File: src/sv/bsss_ram.sv
// generic single-clock ram, one write port and one registered read port
// no dependencies
`default_nettype none

module bsss_ram #(
  parameter int WIDTH = 8,
  parameter int DEPTH = 16
) (
  input  wire logic                     clk_i,
  input  wire logic                     we_i,
  input  wire logic [$clog2(DEPTH)-1:0] waddr_i,
  input  wire logic [WIDTH-1:0]         wdata_i,
  input  wire logic                     re_i,
  input  wire logic [$clog2(DEPTH)-1:0] raddr_i,
  output logic      [WIDTH-1:0]         rdata_o
);

  logic [WIDTH-1:0] mem_q [DEPTH];
  logic [WIDTH-1:0] rdata_q;

  always_ff @(posedge clk_i) begin
    if (we_i) begin
      mem_q[waddr_i] <= wdata_i;
    end
    if (re_i) begin
      rdata_q <= mem_q[raddr_i];
    end
  end

  assign rdata_o = rdata_q;

endmodule

`default_nettype wire

File: config.mk
export PLATFORM = sky130hd
export DESIGN_NAME = bsss_ram
export DESIGN_NICKNAME = d
export VERILOG_FILES = /design/src/sv/bsss_ram.sv
export SDC_FILE = /design/constraint.sdc
export NUM_CORES = 1
export LEC_CHECK = 0
export BUFFER_PORTS_ARGS = -buffer_cell sky130_fd_sc_hd__buf_2
export CORE_ASPECT_RATIO = 1.4
export CORE_UTILIZATION = 50
export CTS_CLUSTER_SIZE = 8
export DETAILED_ROUTE_END_ITERATION = 8
export PLACE_DENSITY = 0.74
export SETUP_SLACK_MARGIN = 0.02
export SLEW_MARGIN = 20
export SYNTH_ARGS = -nofsm -noshare
export SYNTH_HDL_FRONTEND = slang
export SYNTH_SLANG_ARGS = --single-unit
File: constraint.sdc
create_clock -name clk_i -period 3.4 [get_ports clk_i]
set_input_delay 0.34 -clock clk_i [delete_from_list [all_inputs] [get_ports clk_i]]
set_output_delay 0.34 -clock clk_i [all_outputs]
set_load 0.02 [all_outputs]
==> results of run 1 <==
[layout make-up]
cell class	count	area share [%]
repair buffers	32	3.070
well taps	135	2.763
clock inverters	14	2.968
multi-input cells	83	17.38
flip-flops and latches	136	66.80
clock buffers	18	7.020
[flip-flops by register name, summed over array words and instances (netlist names)]
name     flops
mem_q      128
rdata_o      8
[where the power goes]
group / internal (mW) / switching, mW
Sequential: 1.89 / 0.0101
Clock: 1.22 / 0.657
Combinational: 0.0687 / 0.106
[worst paths after layout]
check               startpoint     endpoint  slack, ps  cells after the start
setup / recovery    raddr_i[0]   rdata_o[5]       1640                      5
hold reg to reg   mem_q[14][3]   rdata_o[3]        750                      3
hold / removal      wdata_i[6]  mem_q[7][6]        300                      1
setup reg to reg   mem_q[1][2]   rdata_o[2]       1890                      3
[per-layer routing]
| layer | up-vias | track usage, % | wire, um |
|---|---|---|---|
| met3 | 19 | 6.208 | 668 |
| li1 | 1066 | - | - |
| met4 | 0 | 10.99 | 331 |
| met5 | - | 0 | 0 |
| met1 | 1262 | 27.44 | 4110 |
| met2 | 106 | 34.04 | 5160 |
[cell usage in the layout, fill, tap and decap left out]
master,count
and2_1,1
buf_12,1
edfxtp_1,136
nor3_2,1
nor2b_1,1
clkinvlp_4,4
nand3_1,1
nor3_1,3
buf_4,5
nand2b_1,2
clkinv_4,1
nand2_1,9
a22oi_1,16
clkbuf_1,1
bufinv_16,4
clkinv_1,2
nand3b_1,2
mux4_1,14
clkinv_2,3
clkbuf_16,17
or3b_2,1
and2b_1,1
nor2_1,13
buf_2,26
mux4_2,18
[logic make-up (layout without fill, tap and decap cells)]
logic type,count (synthesis),after routing,synth area share [%]
AND/OR/NAND/NOR,35,35,3.136
buffers and inverters,10,64,1.651
multiplexers,32,32,14.79
flip-flops,136,136,78.12
AO/OA/AOI/OAI,16,16,2.298
==> results.yml, run 1 <==
yosys:
  synth.top_cells.by_area: "edfxtp_1 (78%), mux4_2 (7.8%), mux4_1 (7.0%)"
  syn_inst: 229
  synth_edf_count: 136
  syn-cell-area_um2: 5228
  synth_flop_cell: "edfxtp_1"
  async_reset_ff_share_pct: 0
  yosys.cell_types.count: 18
  yosysMostFrequentCell: "edfxtp_1"
  ys_seq_elements: 136
  postSynthNetCount: 248
  synth_area_per_cell_um2: 22.83
  synth_top_area_share_pct: 78.12
  synth-seq-area-share_pct: 78.12
  synth_top_area_cell: "edfxtp_1"
  yosysWarnings: 0
  synthTopCellsByCount: "edfxtp_1 (136), mux4_2 (18), a22oi_1 (16), mux4_1 (14), nor2_1 (13)"
timing:
  fin_crit_ps: 1764
  slew-limit-headroom_pct: 23.30
  finalSetupViolCount: 0
  min_period_over_period_pct: 51.89
  max_freq_ghz: 0.5668
  tns_ps: 0
  drv_slew: 0
  rsz0062_at_grt: "no"
  finClkSkew_ps: 5.004
  finalWorstSetupSlack_ps: 1636
  hold_viol: 0
  worstMarginPinSlew_ps: 1146
  hold_slack_ps: 296.3
critical_path:
  cp_slowest_stage_delay_ps: 570
  crit_family: "buffers and inverters"
  cp.required_ps: 3570
  path_buf_inv: 2
  worst-setup-path-type: "in -> reg"
  cp_cell_sequence: "buf_2 -> buf_12 -> mux4_1 -> a22oi_1 -> nand2_1"
  cp_max_fo: 18
  arrival_ps: 1930
  critPathSlowestCell: "mux4_1"
  crit_path_end_kind: "register"
  worst_setup_path_start_kind: "input port"
route:
  drt-wirelength-per-cell_um: 24.57
  postRouteAntennaNets: 0
  drt-total-wl_mm: 10.27
  post_drt_via_cell_ratio: 5.868
  drtIter0Drc: 259
  vias: 2453
  drt_first_pass_iters: 4
  route.detailed.drc: 0
final_layout:
  multi_input_area_um2: 1062
  final_layout_size_suffix_gt1_share_pct: 28.62
  num_antenna_cells: 0
  finish.utilization_pct: 60.76
  final_nets: 289
  final.fill_count: 713
  fin_cells: 418
  fin_area_um2: 6113
  ff_latch_area_um2: 4084
  syn_to_final_growth_pct: 16.95
power:
  p_total_mw: 3.947
  ir_worst_vdd_mv: 0.4882
  p_leak_nw: 2.033
  power_density_nw_per_um2: 645.7
die:
  die_w_um: 88.42
  die_y_um: 123.0
  start_util_pct: 51.96
  dieArea_um2: 10870
  top_level_ports: 27
  fp-row-count: 43
  core_area_um2: 10060
clocking:
  cts-root-buf: "clkbuf_16"
  h-tree-depth: 4
  clk_latency_ps: 420
  cts_inserted_buffers: 17
  postCtsResizedCells: 0
  cts_sinks: 136
  cts_tree: "built"
  clk_pin_slew_ps: 60
  clockBufferDepth: 2
  ctsHoldBuffers: 0
  cts_setup_buffers: 0
placed_design:
  place_inst: 386
  pre_cts_ws_ps: 1167
  port-buffer-count: 26
  place_congestion: 0.7527
  dp_hpwl_mm: 6.170
  placed_cell_area_um2: 5503
hold_path:
  worst_hold_path_type: "in -> reg"
global_routing:
  grt_usage_pct: 21.63
  grt_pass1_vias: 2500
  overflow: 0
  grt_pass1_wl_mm: 15.25
  antenna_found_initial: 0
  grt_max_degree: 33
flow_run:
  cap_violations: 0
run_status:
  status: "finished, final reports clean"
Power figures use the tool's default switching activity.
==> inputs of run 2 (changes only) <==
--- a/config.mk
+++ b/config.mk
@@ -10,7 +10,7 @@
 export CORE_UTILIZATION = 50
 export CTS_CLUSTER_SIZE = 8
 export DETAILED_ROUTE_END_ITERATION = 8
-export PLACE_DENSITY = 0.74
+export PLACE_DENSITY = 0.77
 export SETUP_SLACK_MARGIN = 0.02
 export SLEW_MARGIN = 20
 export SYNTH_ARGS = -nofsm -noshare
==> constraint.sdc (replaced) <==
create_clock -name clk_i -period 1.6 [get_ports clk_i]
set_input_delay 0.16 -clock clk_i [delete_from_list [all_inputs] [get_ports clk_i]]
set_output_delay 0.16 -clock clk_i [all_outputs]
set_load 0.02 [all_outputs]
==> results.yml, run 2 (same netlist as run 1, synthesis figures left out) <==
critical_path:
  cp.required_ps: 1760
  arrival_ps: 1710
  cp_max_fo: 1
  worst_setup_path_start_kind: "register"
  crit_path_end_kind: "register"
  worst-setup-path-type: "reg -> reg"
global_routing:
  grt_pass1_wl_mm: 15.25
  use_met3_pct: 5.808
  grt_pass1_vias: 2635
  grt_max_degree: 19
  grt_usage_pct: 20.83
  overflow: 0
  antenna_found_initial: 0
  busiest_layer: "met2"
  grtUsageMet1_pct: 26.81
  use_met2_pct: 32.45
die:
  dieArea_um2: 10870
  top_level_ports: 27
  die_w_um: 88.42
  die_y_um: 123.0
  core_area_um2: 10060
  start_util_pct: 51.96
  fp-row-count: 43
power:
  p_int_mw: 6.607
  power.net_switching_mw: 1.648
  seqPwrFrac_pct: 48.9
  ir_worst_vdd_mv: 0.9486
  combPwrFrac_pct: 4.9
  p_leak_nw: 2.161
  clkPwrFrac_pct: 46.3
  swShare_pct: 19.97
  power_density_nw_per_um2: 1315
clocking:
  cts-root-buf: "clkbuf_16"
  h-tree-depth: 4
  clockBufferDepth: 2
  clk_pin_slew_ps: 60
  cts_inserted_buffers: 17
  cts_setup_buffers: 0
  cts_tree: "built"
  postCtsResizedCells: 0
  ctsHoldBuffers: 0
  cts_sinks: 136
  clk_latency_ps: 410
timing:
  min_period_over_period_pct: 97.19
  drv_slew: 0
  finClkSkew_ps: 5.058
  worstMarginPinSlew_ps: 414.8
  slew-limit-headroom_pct: 72.35
  finalSetupViolCount: 0
  hold_slack_ps: 96.85
  hold_viol: 0
  rsz0062_at_grt: "no"
  fin_crit_ps: 1555
  max_freq_ghz: 0.6431
route:
  drt-wirelength-per-cell_um: 22.94
  drt_first_pass_iters: 5
  postRouteAntennaNets: 0
  vias: 2561
  drt-total-wl_mm: 10.07
  route.detailed.drc: 0
  post_drt_via_cell_ratio: 5.834
  drtIter0Drc: 217
final_layout:
  largest_register_ffs: 128
  final_layout_size_suffix_gt1_share_pct: 34.21
  syn_to_final_growth_pct: 20.06
  final_nets: 311
  final_common_cell: "edfxtp_1"
  num_antenna_cells: 0
  fin_cells: 439
  top_register: "mem_q"
  mostFrequentLayoutCells: "edfxtp_1 (136), buf_2 (26), buf_4 (25), mux4_2 (18), clkbuf_16 (17)"
  fin_area_um2: 6276
placed_design:
  dp_hpwl_mm: 6.265
  port-buffer-count: 26
  place_inst: 408
  place_congestion: 0.7336
  placed_cell_area_um2: 5693
hold_path:
  worst_hold_path_type: "in -> reg"
flow_run:
  cap_violations: 0
run_status:
  status: "finished, final reports clean"
==> run 2: per-stage QoR <==
stage                     power, mW  TNS, ps  worst slack (ps)  utilization [%]
after CTS                     8.285        0             33.49            62.38
after detailed placement      4.507   -524.6            -123.3            56.58
final                         8.255        0             44.97            62.38
after global placement        4.491   -366.7            -84.23            56.58
after global routing          8.466        0             41.46            62.38
after floorplan               4.329        0             157.6                -
==> run 2: final cells by class <==
| cell class | instances | area, um^2 |
|---|---|---|
| tap | 135 | 168.9 |
| multi-input combinational | 83 | 1062 |
| clock inverter | 14 | 157.7 |
| timing repair buffer | 54 | 377.9 |
| fill | 697 | 3785 |
| sequential | 136 | 4084 |
| clock buffer | 17 | 425.4 |
==> run 2: final timing paths <==
path                     end  cells past startpoint    startpoint  slack [ps]
setup / recovery  rdata_o[3]                      3   mem_q[1][3]          40
hold / removal    rdata_o[6]                      1          re_i         100
setup reg to reg  rdata_o[3]                      3   mem_q[1][3]          40
hold reg to reg   rdata_o[5]                      3  mem_q[11][5]         750
==> run 2: worst max-delay path, stage by stage (launching register included) <==
cell      delay [ps]
edfxtp_1         380
mux4_1           530
a22oi_1          280
nand2_1          110
==> run 2: power by group through the flow <==
stage / clock network [mW] / logic (mW) / registers [mW]
floorplan: 0 / 0.203 / 4.13
global placement: 0 / 0.389 / 4.10
detailed placement: 0 / 0.400 / 4.11
CTS: 3.85 / 0.405 / 4.04
global route: 3.99 / 0.432 / 4.04
finish: 3.82 / 0.401 / 4.03
==> run 2: metal layers <==
metal / share of wire (%) / vias to the layer above
met5: 0 / -
met4: 2.9 / 0
met3: 5.3 / 20
met2: 51 / 114
met1: 41 / 1321
li1: - / 1106
==> inputs of run 3 (changes only) <==
--- a/config.mk
+++ b/config.mk
@@ -7,10 +7,11 @@
 export LEC_CHECK = 0
 export BUFFER_PORTS_ARGS = -buffer_cell sky130_fd_sc_hd__buf_2
 export CORE_ASPECT_RATIO = 1.4
-export CORE_UTILIZATION = 50
+export CORE_UTILIZATION = 54
 export CTS_CLUSTER_SIZE = 8
 export DETAILED_ROUTE_END_ITERATION = 8
-export PLACE_DENSITY = 0.77
+export HOLD_SLACK_MARGIN = 0.1
+export PLACE_DENSITY = 0.81
 export SETUP_SLACK_MARGIN = 0.02
 export SLEW_MARGIN = 20
 export SYNTH_ARGS = -nofsm -noshare
==> results.yml, run 3 (same netlist as run 1, synthesis figures left out) <==
route:
  post_drt_via_cell_ratio: 6.121
  vias: 2522
  drt_first_pass_iters: 5
  route.detailed.drc: 0
  postRouteAntennaNets: 0
  drt-wirelength-per-cell_um: 24.89
  drt-total-wl_mm: 10.26
  drtIter0Drc: 277
timing:
  drv_slew: 0
  hold_slack_ps: 123.7
  finalWorstSetupSlack_ps: 72.77
  finalSetupViolCount: 0
  fin_crit_ps: 1527
  min_period_over_period_pct: 95.45
  rsz0062_at_grt: "no"
  max_freq_ghz: 0.6548
  hold_viol: 0
  worstMarginPinSlew_ps: 407.4
  finClkSkew_ps: 5.059
  slew-limit-headroom_pct: 72.84
clocking:
  cts_tree: "built"
  clockBufferDepth: 2
  h-tree-depth: 4
  clk_latency_ps: 410
  clk_pin_slew_ps: 60
  cts-root-buf: "clkbuf_16"
  cts_sinks: 136
  cts_inserted_buffers: 17
flow_run:
  cap_violations: 0
global_routing:
  use_met3_pct: 5.936
  grt_pass1_vias: 2664
  grt_usage_pct: 22.95
  antenna_found_initial: 0
  grt_max_degree: 33
  grt_pass1_wl_mm: 15.60
  overflow: 0
  busiest_layer: "met2"
  use_met2_pct: 37.45
  grtUsageMet1_pct: 27.88
power:
  p_leak_nw: 2.130
  ir_worst_vdd_mv: 0.9113
  power_density_nw_per_um2: 1331
placed_design:
  port-buffer-count: 26
  place_congestion: 0.7667
  pre_cts_ws_ps: -125.9
  dp_hpwl_mm: 6.516
  place_inst: 380
critical_path:
  crit_path_end_kind: "register"
  cp_max_fo: 1
  crit_start: "mem_q[1][3]"
  worst-setup-path-type: "reg -> reg"
  r2r_end: "rdata_o[3]"
  reg2reg_from: "mem_q[1][3]"
  cp.required_ps: 1760
  arrival_ps: 1690
  r2r_slack_ps: 70
  worst_setup_path_start_kind: "register"
  worstRegToRegCells: 3
  setup.worst_path.end: "rdata_o[3]"
final_layout:
  num_antenna_cells: 0
  syn_to_final_growth_pct: 19.70
  final_nets: 308
  final_common_cell: "edfxtp_1"
  mostFrequentLayoutCells: "edfxtp_1 (136), buf_2 (26), buf_4 (21), mux4_2 (19), clkbuf_16 (17)"
  fin_cells: 412
  final_layout_size_suffix_gt1_share_pct: 34.77
  top_register: "mem_q"
  largest_register_ffs: 128
hold_path:
  worst_hold_path_type: "in -> reg"
  hp-start: "re_i"
die:
  top_level_ports: 27
  die_w_um: 85.16
  core_area_um2: 9407
  dieArea_um2: 10080
  die_y_um: 118.4
  start_util_pct: 55.57
  fp-row-count: 42
run_status:
  status: "finished, final reports clean"
==> run 3: changes by cell type in the layout (fill, tap and decap cells not counted), sizes merged <==
cell      previous run  this run
buf                 54        51
clkinvlp             1         7
clkinv               9         4
==> run 3: per-stage QoR <==
stage / setup TNS, ps / utilization [%] / total power, mW / area, um^2
after floorplan: 0 / - / 4.329 / 5233
after global placement: -146.0 / 60.08 / 4.489 / 5652
after detailed placement: -424.7 / 60.08 / 4.512 / 5652
after CTS: 0 / 66.52 / 8.392 / 6257
after global routing: 0 / 66.52 / 8.559 / 6257
final: 0 / 66.52 / 8.328 / 6257
==> run 3: how the worst min path moves through the flow <==
stage,cells after the start,end,slack (ps)
floorplan,0,mem_q[0][0],260
global placement,1,rdata_o[7],540
detailed placement,1,rdata_o[7],550
CTS,1,rdata_o[7],110
global route,1,rdata_o[0],110
finish,1,rdata_o[7],120
==> run 3: critical path, stage by stage (launching register included) <==
cell      delay [ps]
edfxtp_1         390
mux4_1           540
a22oi_1          280
nand2_1           80
==> run 3: per-layer routing <==
layer  vias up  wire [um]
li1       1100          -
met4         0        183
met1      1308       3929
met2       103       5564
met3        11        577
met5         -          0
==> run 3: final cells by class <==
type / instances / area (um^2)
clock buffer: 17 / 425.4
clock inverter: 15 / 178.9
fill: 564 / 3149
multi-input combinational: 83 / 1064
sequential: 136 / 4084
tap: 110 / 137.6
timing repair buffer: 51 / 367.9
==> run 3: what timing repair did <==
action                                  CTS  global route
buffers inserted                          0             0
endpoints found under the setup margin    1             0
gates resized for setup                   2             0
hold buffers                              0             0
==> run 3: where the power goes <==
part | total [mW] | switching [mW] | internal (mW)
logic | 0.402 | 0.229 | 0.172
clock network | 3.89 | 1.44 | 2.45
registers | 4.04 | 0.0224 | 4.02
total | 8.33 | 1.69 | 6.63
