File: src/sv/bsss_pkg.sv
// shared constants, types and helpers of the bounded sorted series store
// used by every module of the block but bsss_ram; depends on nothing
`default_nettype none

package bsss_pkg;

  localparam int NUM_SERIES = 8;
  localparam int DEPTH      = 16;

  localparam int KEY_W  = 64;
  localparam int TIME_W = 64;
  localparam int DATA_W = 64;
  localparam int MAXP_W = 5;

  localparam int PT_DEPTH = NUM_SERIES * DEPTH;
  localparam int WORD_W   = TIME_W + DATA_W;
  localparam int SLOT_W   = (NUM_SERIES > 1) ? $clog2(NUM_SERIES) : 1;
  localparam int IDX_W    = $clog2(DEPTH);
  localparam int CNT_W    = $clog2(DEPTH + 1);
  localparam int K_W      = $clog2(DEPTH + 2);
  localparam int ADDR_W   = $clog2(PT_DEPTH);

  localparam int IN_TDATA_W  = KEY_W + TIME_W + DATA_W + 2 * TIME_W;
  localparam int IN_TUSER_W  = 1;
  localparam int OUT_TDATA_W = WORD_W;
  localparam int OUT_TUSER_W = 2;

  typedef enum logic {
    OP_PUT   = 1'b0,
    OP_QUERY = 1'b1
  } op_e;

  typedef enum logic {
    STATUS_OK   = 1'b0,
    STATUS_FULL = 1'b1
  } status_e;

  typedef struct packed {
    logic              hit;
    logic [SLOT_W-1:0] slot;
    logic [CNT_W-1:0]  count;
    logic              free_ok;
    logic [SLOT_W-1:0] free_slot;
  } lkp_t;

  typedef struct packed {
    logic              claim;
    logic              cnt_we;
    logic [SLOT_W-1:0] slot;
    logic [CNT_W-1:0]  cnt;
  } upd_t;

  function automatic logic [ADDR_W-1:0] pt_addr(input logic [SLOT_W-1:0] slot,
                                                 input logic [IDX_W-1:0] idx);
    pt_addr = ADDR_W'(ADDR_W'(slot) * ADDR_W'(DEPTH)) + ADDR_W'(idx);
  endfunction

endpackage

`default_nettype wire

File: src/sv/bsss_slot_table.sv
// series slot table: used flags, keys and point counts with parallel key lookup
// depends on bsss_pkg
`default_nettype none

module bsss_slot_table (
  input  wire logic                        clk_i,
  input  wire logic                        rst_ni,
  input  wire logic [bsss_pkg::KEY_W-1:0]  key_i,
  input  wire bsss_pkg::upd_t              upd_i,
  output bsss_pkg::lkp_t                   lkp_o
);

  logic [bsss_pkg::NUM_SERIES-1:0] used_q;
  logic [bsss_pkg::KEY_W-1:0]      key_q [bsss_pkg::NUM_SERIES];
  logic [bsss_pkg::CNT_W-1:0]      cnt_q [bsss_pkg::NUM_SERIES];

  // lowest matching slot and lowest free slot
  always_comb begin
    lkp_o = '0;
    for (int s = bsss_pkg::NUM_SERIES - 1; s >= 0; s--) begin
      if (used_q[s] && key_q[s] == key_i) begin
        lkp_o.hit  = 1'b1;
        lkp_o.slot = bsss_pkg::SLOT_W'(s);
      end
      if (!used_q[s]) begin
        lkp_o.free_ok   = 1'b1;
        lkp_o.free_slot = bsss_pkg::SLOT_W'(s);
      end
    end
    lkp_o.count = cnt_q[lkp_o.slot];
  end

  always_ff @(posedge clk_i or negedge rst_ni) begin
    if (!rst_ni) begin
      used_q <= '0;
      for (int s = 0; s < bsss_pkg::NUM_SERIES; s++) begin
        cnt_q[s] <= '0;
      end
    end else begin
      if (upd_i.claim) begin
        used_q[upd_i.slot] <= 1'b1;
        cnt_q[upd_i.slot]  <= '0;
      end
      if (upd_i.cnt_we) begin
        cnt_q[upd_i.slot] <= upd_i.cnt;
      end
    end
  end

  always_ff @(posedge clk_i) begin
    if (upd_i.claim) begin
      key_q[upd_i.slot] <= key_i;
    end
  end

endmodule

`default_nettype wire

File: config.mk
export PLATFORM = sky130hd
export DESIGN_NAME = bsss_slot_table
export DESIGN_NICKNAME = d
export VERILOG_FILES = /design/src/sv/bsss_pkg.sv /design/src/sv/bsss_slot_table.sv
export SDC_FILE = /design/constraint.sdc
export NUM_CORES = 1
export LEC_CHECK = 0
export ABC_AREA = 1
export BUFFER_PORTS_ARGS = -buffer_cell sky130_fd_sc_hd__buf_2
export CAP_MARGIN = 0
export CORE_MARGIN = 2
export CORE_UTILIZATION = 23
export DETAILED_ROUTE_END_ITERATION = 10
export MAX_ROUTING_LAYER = met4
export SLEW_MARGIN = 0
export SYNTH_ARGS = -nofsm -noshare
export SYNTH_HDL_FRONTEND = slang
export SYNTH_SLANG_ARGS = --single-unit
File: constraint.sdc
create_clock -name clk_i -period 4 [get_ports clk_i]
set_input_delay 0.6 -clock clk_i [delete_from_list [all_inputs] [get_ports clk_i]]
set_output_delay 0.6 -clock clk_i [all_outputs]
set_load 0.05 [all_outputs]
==> out/qor.yml, run 1 <==
status: "finished with violations"
violations: "setup timing"
place_congestion: 1.04
cts_max_level: 2
crit_fanout: 8
max_freq_mhz: 246
critPathRequiredTime_ps: 3400
portBuffers: 88
hold_viol: 0
cts.clk_slew.worst_paths_ps: 60
nNetsFinal: 2716
wl_per_cell_um: 26.6
drt_iter0_markers: 2966
grt_usage_pct: 19.7
clockBufferDepth: 3
multi_input_area_um2: 7450
hold_path_class: "in -> reg"
rows: 120
setup-tns-final_ps: -206
synth_seq_area_share_pct: 66.3
fillerInstances: 11000
core-area_um2: 107000
grt_pass1_vias: 18600
crit_arrival_ps: 3470
rsz0062_at_grt: "yes"
slew_violations: 0
worst_setup_path_start_kind: "flop"
syn-num-nets: 2339
skew_ps: 0
cp-end-kind: "output port"
dp.cells: 3967
setup_slack_ps: -65.3
avgSynthCellArea_um2: 11.0
seqCellArea_um2: 16600
cts_tree: "done"
grt_pass1_wl_um: 149000
die_w_um: 334
clock-sinks: 560
p_leak_nw: 12.0
synth.cell_area_um2: 25000
num_vias: 19900
synth_flop_cell: "edfxtp_1"
grt_max_degree: 66
cap_viol_max_count: 0
synth_cell_types: 40
max_slew_margin_pct: 48.0
ioPinCount: 89
wl_um: 109000
antenna_found_initial: 8
drive_gt1_share_pct: 22.6
cellPowerDensity_nw_per_um2: 446
start_util_pct: 23.3
finalSetupViolations: 5
final_area_um2: 31800
numCtsBuffers: 58
post-place-ws_ps: -199
ys_async_sr_fraction_pct: 8.57
postSynthCellCount: 2263
period_needed_ps: 4070
synth_seq_cells: 560
hpwl_um: 82300
detail_route.first_pass.iterations: 6
final_cell_count_no_fill: 4095
irDropWorstVdd_uv: 311
worst-setup-path-type: "reg -> out"
grt-ovfl-total: 0
via_per_inst: 4.87
final_util_pct: 29.6
placed_area_um2: 29300
drtAntennaViolNets: 0
insertion_delay_ps: 620
yosys_warnings: 0
finalCritPeriodShare_pct: 102
root_buffer: "clkbuf_16"
route.detailed.drc: 0
dieArea_um2: 111000
die_y_um: 334
worst_pin_slew_ps: 778
synthToLayoutAreaGrowth_pct: 27.2
synth-edff-count: 512
==> routing by layer <==
layer	global-route usage [%]	share of wire [%]	vias to the layer above
li1	-	-	8623
met1	26.3	41	9816
met2	29.0	43	1258
met3	3.64	10	239
met4	8.72	5.5	0
met5	-	0	-
==> logic make-up (layout without fill, tap and decap cells) <==
family,count (synthesis),in the layout,share of synthesized area (%)
buf+inv,289,712,5.09
compound gates,345,345,8.12
xor+xnor,132,132,4.63
flops,560,560,66.3
simple gates,937,938,15.8
other cells,0,5,0
==> critical path, stage by stage, from the launching register on <==
cell and delay [ps]:
edfxtp_1 470, nand2_1 170, o21ai_0 270, nor2_1 180, nand2_1 60, nor2_1 140, nand4_1 230, nor2_2 220
nand3_2 70, buf_4 200, nand2_2 140, a21oi_4 80, buf_12 150, nand3_1 70, nand3_1 80, nand2_1 90
inv_1 50, buf_6 140
==> per-stage QoR <==
| step | power [W] | hold WS (ps) |
|---|---|---|
| 2_1_floorplan | 0.00747 | 304 |
| 3_3_place_gp | 0.00834 | 496 |
| 3_5_place_dp | 0.00834 | 497 |
| 4_1_cts | 0.0142 | 194 |
| 5_1_grt | 0.0145 | 220 |
| 6_report | 0.0142 | 223 |
==> layout by cell type, fill, tap and decap left out, types with 5 or more instances in the layout <==
cell and count:
clkbuf_16 62, o2111ai_1 5, nor4_1 20, nand3_1 116, nand3b_1 6, nand2_1 490
o21ai_1 32, buf_4 263, diode_2 5, nand3_2 9, clkinv_2 16, o22ai_1 72
a21oi_1 10, edfxtp_1 512, clkinv_1 8, nor2_4 11, nand2_2 12, nand4_1 27
dfrtp_1 48, buf_12 29, o21ai_0 167, a211oi_1 10, buf_2 81, buf_6 8
xor2_1 47, nor3_1 16, a22o_1 32, xnor2_1 83, nor2_1 187, bufinv_16 10
a221oi_1 9, inv_2 46, inv_1 164, nor2_2 11, or2_2 18, clkbuf_1 12
==> synth_stat cells, types with 27 or more instances <==
cell type  number  area, um^2
o22ai_1        72         450
nand2_1       501        1880
dfrtp_1        48        1200
buf_2          41         205
a22o_1         32         280
nand4_1        27         169
o21ai_0       174         871
xor2_1         47         412
edfxtp_1      512       15400
o21ai_1        28         140
inv_1         171         642
nor2_1        208         781
xnor2_1        85         744
nand3_1       123         616
inv_2          45         169
==> state kept, by name, summed over array words and instances, names as in the netlist <==
signal,count
used_q,8
cnt_q,40
key_q,512
==> repair_timing <==
item / 4_1_cts / 5_1_grt
cloned: 1 / 2
resized for setup: 60 / 27
hold buffers: 1 / 0
setup buffers: 6 / 7
pin swaps: 9 / 18
hold endpoints to repair: 14 / 0
setup endpoints to repair: 9 / 7
==> worst paths after layout <==
| kind | start | end | slack (ps) | cells after the start |
|---|---|---|---|---|
| setup reg to reg | used_q[6] | used_q[6] | 3180 | 1 |
| min in group asynchronous | rst_ni | cnt_q[7] | 400 | 2 |
| max in group asynchronous | rst_ni | cnt_q[2] | 2820 | 3 |
| setup / recovery | key_q[0][10] | lkp_o[7] | -70 | 17 |
| hold reg to reg | cnt_q[31] | cnt_q[31] | 520 | 2 |
| hold / removal | key_i[27] | key_q[4][27] | 220 | 1 |
==> cell type report <==
cell class	instances	share of cell area, %
Multi-Input combinational cell	1415	23.4
Antenna cell	5	0.0394
Timing Repair Buffer	387	9.89
Tap cell	1403	5.52
Sequential cell	560	52.2
Inverter	218	2.62
Clock buffer	75	5.03
Clock inverter	32	1.30
==> power by group <==
| group | switching [W] | internal, W |
|---|---|---|
| Combinational | 0.00101 | 0.000511 |
| Sequential | 0.000135 | 0.00664 |
| Clock | 0.00243 | 0.00346 |
Power figures use the tool's default switching activity.
==> run 2, diff against run 1 <==
--- a/constraint.sdc
+++ b/constraint.sdc
@@ -3,2 +3,2 @@
 set_output_delay 0.6 -clock clk_i [all_outputs]
-set_load 0.05 [all_outputs]
+set_load 0.02 [all_outputs]
==> out/qor.yml, run 2 (synthesis gave the netlist of run 1 again) <==
status: "finished with violations"
violations: "setup timing"
dp.cells: 3972  # +0.13%
largest_reg_flops: 512  # unchanged
largest_register: "key_q"
hold_path_class: "in -> async"
cp-end-kind: "output port"
grt_pass1_vias: 18600  # -0.42%
cellPowerDensity_nw_per_um2: 436  # -2.2%
grt_max_degree: 66  # unchanged
switchingPower_w: 0.00361  # +0.79%
nNetsFinal: 2723  # +0.26%
dieArea_um2: 111000  # unchanged
drt_iter0_markers: 2832  # -4.5%
via_per_inst: 4.82  # -0.99%
timing.rr.start: "used_q[6]"
slew_violations: 0  # unchanged
rsz0062_at_grt: "yes"
post-place-ws_ps: -84.9  # +114 ps
crit_arrival_ps: 3430  # -40 ps
irDropWorstVdd_uv: 353  # +13%
num_vias: 19800  # -0.91%
insertion_delay_ps: 630  # about the same
grt_pass1_wl_um: 152000  # +2.4%
reg2reg_to: "used_q[6]"
antenna_found_initial: 3  # -5
clockBufferDepth: 3  # unchanged
seq_power_share_pct: 48.7  # +1.0 points
cts_tree: "done"
final_cell_count_no_fill: 4098  # +0.073%
cts_max_level: 2  # unchanged
route.detailed.drc: 0  # unchanged
final_cell_mix: "512 x edfxtp_1, 479 x nand2_1, 261 x buf_4"
drtAntennaViolNets: 0  # unchanged
grt-ovfl-total: 0  # unchanged
drive_gt1_share_pct: 24.0  # +1.4 points
worst_setup_path_start_kind: "flop"
synthToLayoutAreaGrowth_pct: 27.5
pwr-share-clk_pct: 40.3  # -1.2 points
finalCritPeriodShare_pct: 101  # -0.92 points
ff2ff_setup_slack_ps: 3140  # -40 ps
worst-setup-path-type: "reg -> out"
root_buffer: "clkbuf_16"
hold_ws_ps: 166  # -57.4 ps
core-area_um2: 107000  # unchanged
portBuffers: 88  # unchanged
critPathRequiredTime_ps: 3400  # about the same
detail_route.first_pass.iterations: 6  # unchanged
wl_um: 113000  # +3.4%
reg_top3: "key_q x512, cnt_q x40, used_q x8"
clock-sinks: 560  # unchanged
grt_usage_pct: 20.3  # +0.63 points
crit_fanout: 5  # -3
combPwrFrac_pct: 11.0  # +0.2 points
finalSetupViolations: 1  # -4
max_slew_margin_pct: 24.3  # -24 points
setup_slack_ps: -28.5  # +36.7 ps
place_congestion: 0.996  # -4.6%
start_util_pct: 23.3  # unchanged
ioPinCount: 89  # unchanged
die_w_um: 334  # unchanged
r2r_cells: 1  # unchanged
worst_pin_slew_ps: 1140  # +357 ps
crit_start: "key_q[0][13]"
die_y_um: 334  # unchanged
p_sw_share_pct: 25.9  # +0.69 points
final_common_cell: "edfxtp_1"
p_int_w: 0.0103  # -2.8%
hold_viol: 0  # unchanged
period_needed_ps: 4030  # -36.7 ps
setup-tns-final_ps: -28.5  # +177 ps
cts.clk_slew.worst_paths_ps: 60  # about the same
diodes: 0  # -5
hpwl_um: 84800  # +3.0%
wl_per_cell_um: 27.5  # +3.4%
numCtsBuffers: 60  # +3.4%
critical_path.endpoint: "lkp_o[6]"
rows: 120  # unchanged
max_freq_mhz: 248  # +0.91%
cap_viol_max_count: 0  # unchanged
p_leak_nw: 12.0  # +0.25%
skew_ps: 0  # unchanged
==> run 2: changes by cell type in the layout (fill, tap and decap cells not counted), moves of 5 or more <==
| cell | change |
|---|---|
| buf_6 | +7 |
| clkbuf_1 | -6 |
| clkinv_1 | +13 |
| diode_2 | -5 |
| nand2_1 | -11 |
| nand2_2 | +10 |
| nand3_1 | -19 |
| nand3_2 | +18 |
| nor2_1 | -5 |
| nor2_2 | +6 |
==> run 2: critical path, stage by stage, from the launching register on <==
cell,delay [ps]
edfxtp_1,380
buf_6,160
a22o_1,240
nor4_2,340
buf_4,180
nand4_1,250
nor2_2,260
nand3_2,110
buf_12,170
buf_12,130
nand2_4,80
nand2_1,90
nand3_2,80
nand3_2,90
nand2_2,80
inv_1,40
buf_6,120
==> run 2: final cells by class <==
type	count	area, um^2
Multi-Input combinational cell	1417	7640
Clock inverter	43	360
Tap cell	1403	1760
Clock buffer	67	1550
Timing Repair Buffer	390	3170
Inverter	218	825
Sequential cell	560	16600
Fill cell	11000	75500
==> run 2: what timing repair did <==
| item | in CTS | in global routing |
|---|---|---|
| buffers inserted | 4 | 10 |
| hold buffers | 0 | 0 |
| pin swaps | 5 | 47 |
| resized for setup | 32 | 95 |
| endpoints found under the setup margin | 8 | 6 |
| gates cloned | 0 | 4 |
==> run 2: worst min path at each step <==
stage,from,end,slack (ps)
finish,rst_ni,cnt_q[3],170
global route,key_i[22],key_q[3][22],210
global placement,cnt_q[16],cnt_q[16],500
floorplan,rst_ni,cnt_q[0],300
CTS,key_i[22],key_q[3][22],190
detailed placement,cnt_q[16],cnt_q[16],500
==> run 2: power groups by stage <==
stage / Sequential (W) / Clock, W / Combinational [W]
after CTS: 0.00677 / 0.00567 / 0.00147
after detailed placement: 0.00689 / 0 / 0.00145
after global placement: 0.00689 / 0 / 0.00146
after global routing: 0.00679 / 0.00584 / 0.00161
final: 0.00677 / 0.00561 / 0.00153
after floorplan: 0.00684 / 0 / 0.000614
==> run 2: per-layer routing <==
metal | up-vias | global-route usage, % | wire length (um)
li1 | 8644 | - | -
met1 | 9851 | 27.7 | 48400
met2 | 1095 | 31.0 | 50600
met3 | 164 | 2.83 | 9560
met4 | 0 | 6.73 | 4250
met5 | - | - | 0
==> run 2: stage by stage <==
step	utilization, %	cell area, um^2	power, W
2_1_floorplan	-	25000	0.00745
3_3_place_gp	27.3	29300	0.00834
3_5_place_dp	27.3	29300	0.00834
4_1_cts	29.2	31400	0.0139
5_1_grt	29.7	31900	0.0142
6_report	29.7	31900	0.0139
==> run 3, diff against run 2 <==
- CORE_UTILIZATION: 23 -> 54
- PLACE_DENSITY: unset -> 0.71
==> out/qor.yml, run 3 (synthesis gave the netlist of run 1 again) <==
insertion_delay_ps: 630  # about the same
crit_fanout: 6  # +1
post-place-ws_ps: -240  # -155 ps
p_int_w: 0.0109  # +5.8%
cellPowerDensity_nw_per_um2: 474  # +8.5%
place_congestion: 1.12  # +12%
grt-ovfl-total: 0  # unchanged
cts_tree: "done"
cp-end-kind: "output port"
drive_gt1_share_pct: 22.7  # -1.3 points
max_freq_mhz: 246  # -0.83%
finalSetupViolations: 5  # +4
skew_ps: 0  # unchanged
critPathRequiredTime_ps: 3400  # about the same
multi_input_area_um2: 7550  # -1.1%
seqCellArea_um2: 16600  # about the same
grt_pass1_vias: 19300  # +4.2%
crit_arrival_ps: 3460  # +30 ps
die_w_um: 219  # -34%
start_util_pct: 54.8  # +32 points
combPwrFrac_pct: 10.2  # -0.8 points
seq_power_share_pct: 46.5  # -2.2 points
drtAntennaViolNets: 0  # unchanged
wl_um: 104000  # -7.5%
worst_pin_slew_ps: 1120  # -10.2 ps
hold_path_class: "in -> async"
switchingPower_w: 0.00367  # +1.7%
largest_register: "key_q"
cts-hold-fix-buffers: 0  # unchanged
violations: "setup timing"
die_y_um: 219  # -34%
root_buffer: "clkbuf_16"
setup_slack_ps: -62.4  # -33.8 ps
period_needed_ps: 4060  # +33.8 ps
status: "finished with violations"
detail_route.first_pass.iterations: 7  # +1
reg_top3: "key_q x512, cnt_q x40, used_q x8"
hold_viol: 0  # unchanged
worst_path_largest_cell_delay_ps: 370  # about the same
hpwl_um: 75900  # -10%
worst-setup-path-type: "reg -> out"
route.detailed.drc: 0  # unchanged
fillerInstances: 3308  # -70%
cpMaxStageDelayCell: "nor4_2"
drt_iter0_markers: 3462  # +22%
cp_cell_sequence: "inv_1 -> o22ai_1 -> nor4_2 -> buf_4 -> nand4_1 -> nor2_1 -> nand3_2 -> nand2_8 -> clkbuf_16 -> nand3b_1 -> nand3_1 -> nand3_2 -> nand2_2 -> inv_2 -> buf_6"
clock-sinks: 560  # unchanged
p_sw_share_pct: 25.2  # -0.74 points
p_leak_nw: 11.9  # -0.86%
pwr-share-clk_pct: 43.3  # +3.0 points
num_vias: 20600  # +4.3%
grt_usage_pct: 45.0  # +25 points
grt_max_degree: 66  # unchanged
setup-tns-final_ps: -197  # -169 ps
via_per_inst: 6.34  # +31%
wl_per_cell_um: 32.1  # +17%
grt_pass1_wl_um: 143000  # -6.2%
dieArea_um2: 48000  # -57%
nNetsFinal: 2673  # -1.8%
cts.clk_slew.worst_paths_ps: 70  # about the same
crit_top_cell: "nand3_2"
portBuffers: 88  # unchanged
worst_setup_path_start_kind: "flop"
synthToLayoutAreaGrowth_pct: 23.1
clockBufferDepth: 3  # unchanged
finalCritPeriodShare_pct: 102  # +0.85 points
hold_ws_ps: 164  # -2.11 ps
rows: 78  # -35%
ioPinCount: 89  # unchanged
numCtsBuffers: 58  # -3.3%
core-area_um2: 45600  # -58%
irDropWorstVdd_uv: 492  # +39%
slew_violations: 0  # unchanged
max_slew_margin_pct: 25.0  # +0.68 points
cts_max_level: 2  # unchanged
placed_area_um2: 28000  # -4.6%
largest_reg_flops: 512  # unchanged
final_common_cell: "edfxtp_1"
cap_viol_max_count: 0  # unchanged
antenna_found_initial: 6  # +3
final_cell_mix: "512 x edfxtp_1, 484 x nand2_1, 222 x buf_4"
p_total_w: 0.0146  # +4.7%
final_area_um2: 30800  # -3.5%
[run 3: cell types whose count changed in the layout (fill, tap and decap cells not counted), sizes merged]
| cell | before | now |
|---|---|---|
| buf | 389 | 339 |
| clkbuf | 68 | 64 |
| nand2 | 508 | 507 |
| clkinv | 35 | 28 |
| inv | 216 | 215 |
| diode | 0 | 5 |
| bufinv | 6 | 17 |
| clkinvlp | 4 | 8 |
| nand3 | 128 | 127 |
[run 3: area by class of cell]
type                    count  share of cell area [%]
diodes                      5                  0.0407
clock buffers              59                    4.73
clock inverters            50                    2.45
inverters                 218                    2.69
multi-input cells        1415                    24.6
flip-flops and latches    560                    53.9
well taps                 600                    2.44
repair buffers            344                    9.20
[run 3: per-layer routing]
metal	wire [um]	vias up	global-route usage, %
li1	-	8529	-
met1	38500	10100	59.9
met2	44300	1683	62.9
met3	15100	314	13.5
met4	6480	0	22.5
met5	0	-	-
[run 3: power groups by stage]
stage / clock (W) / sequential [W] / combinational (W)
floorplan: 0 / 0.00684 / 0.000614
global placement: 0 / 0.00688 / 0.00136
detailed placement: 0 / 0.00689 / 0.00137
CTS: 0.00629 / 0.00677 / 0.00139
global route: 0.00650 / 0.00679 / 0.00154
finish: 0.00631 / 0.00678 / 0.00149
[run 3: final timing paths]
check / from / end / slack, ps / depth (start not counted)
worst min-delay path: rst_ni / cnt_q[32] / 160 / 1
min in group clk_i: key_i[27] / key_q[7][27] / 210 / 1
worst max-delay path: key_q[1][55] / lkp_o[7] / -60 / 15
worst min register to register: cnt_q[30] / cnt_q[30] / 520 / 2
max in group asynchronous: rst_ni / used_q[5] / 3060 / 1
worst max register to register: used_q[6] / used_q[6] / 3120 / 1
[run 3: metrics by stage]
stage | util (%) | instances
final | 67.5 | 3251
after global routing | 67.5 | 3250
after CTS | 66.3 | 3231
after detailed placement | 61.3 | 3121
after global placement | 61.3 | 3121
after floorplan | - | 2263
[run 3: worst max-delay path: cells and delay by family, from the launching register on]
family | cells | cell delay, ps
DFF | 1 | 360
AOI/OAI and AO/OA | 1 | 180
buffers and inverters | 5 | 680
and+or+nand+nor | 9 | 1590
[run 3: repair_timing]
item | CTS | global route
setup endpoints to repair | 6 | 5
setup buffers | 1 | 10
gates resized for setup | 11 | 98
gates cloned | 0 | 5
pin swaps | 1 | 40
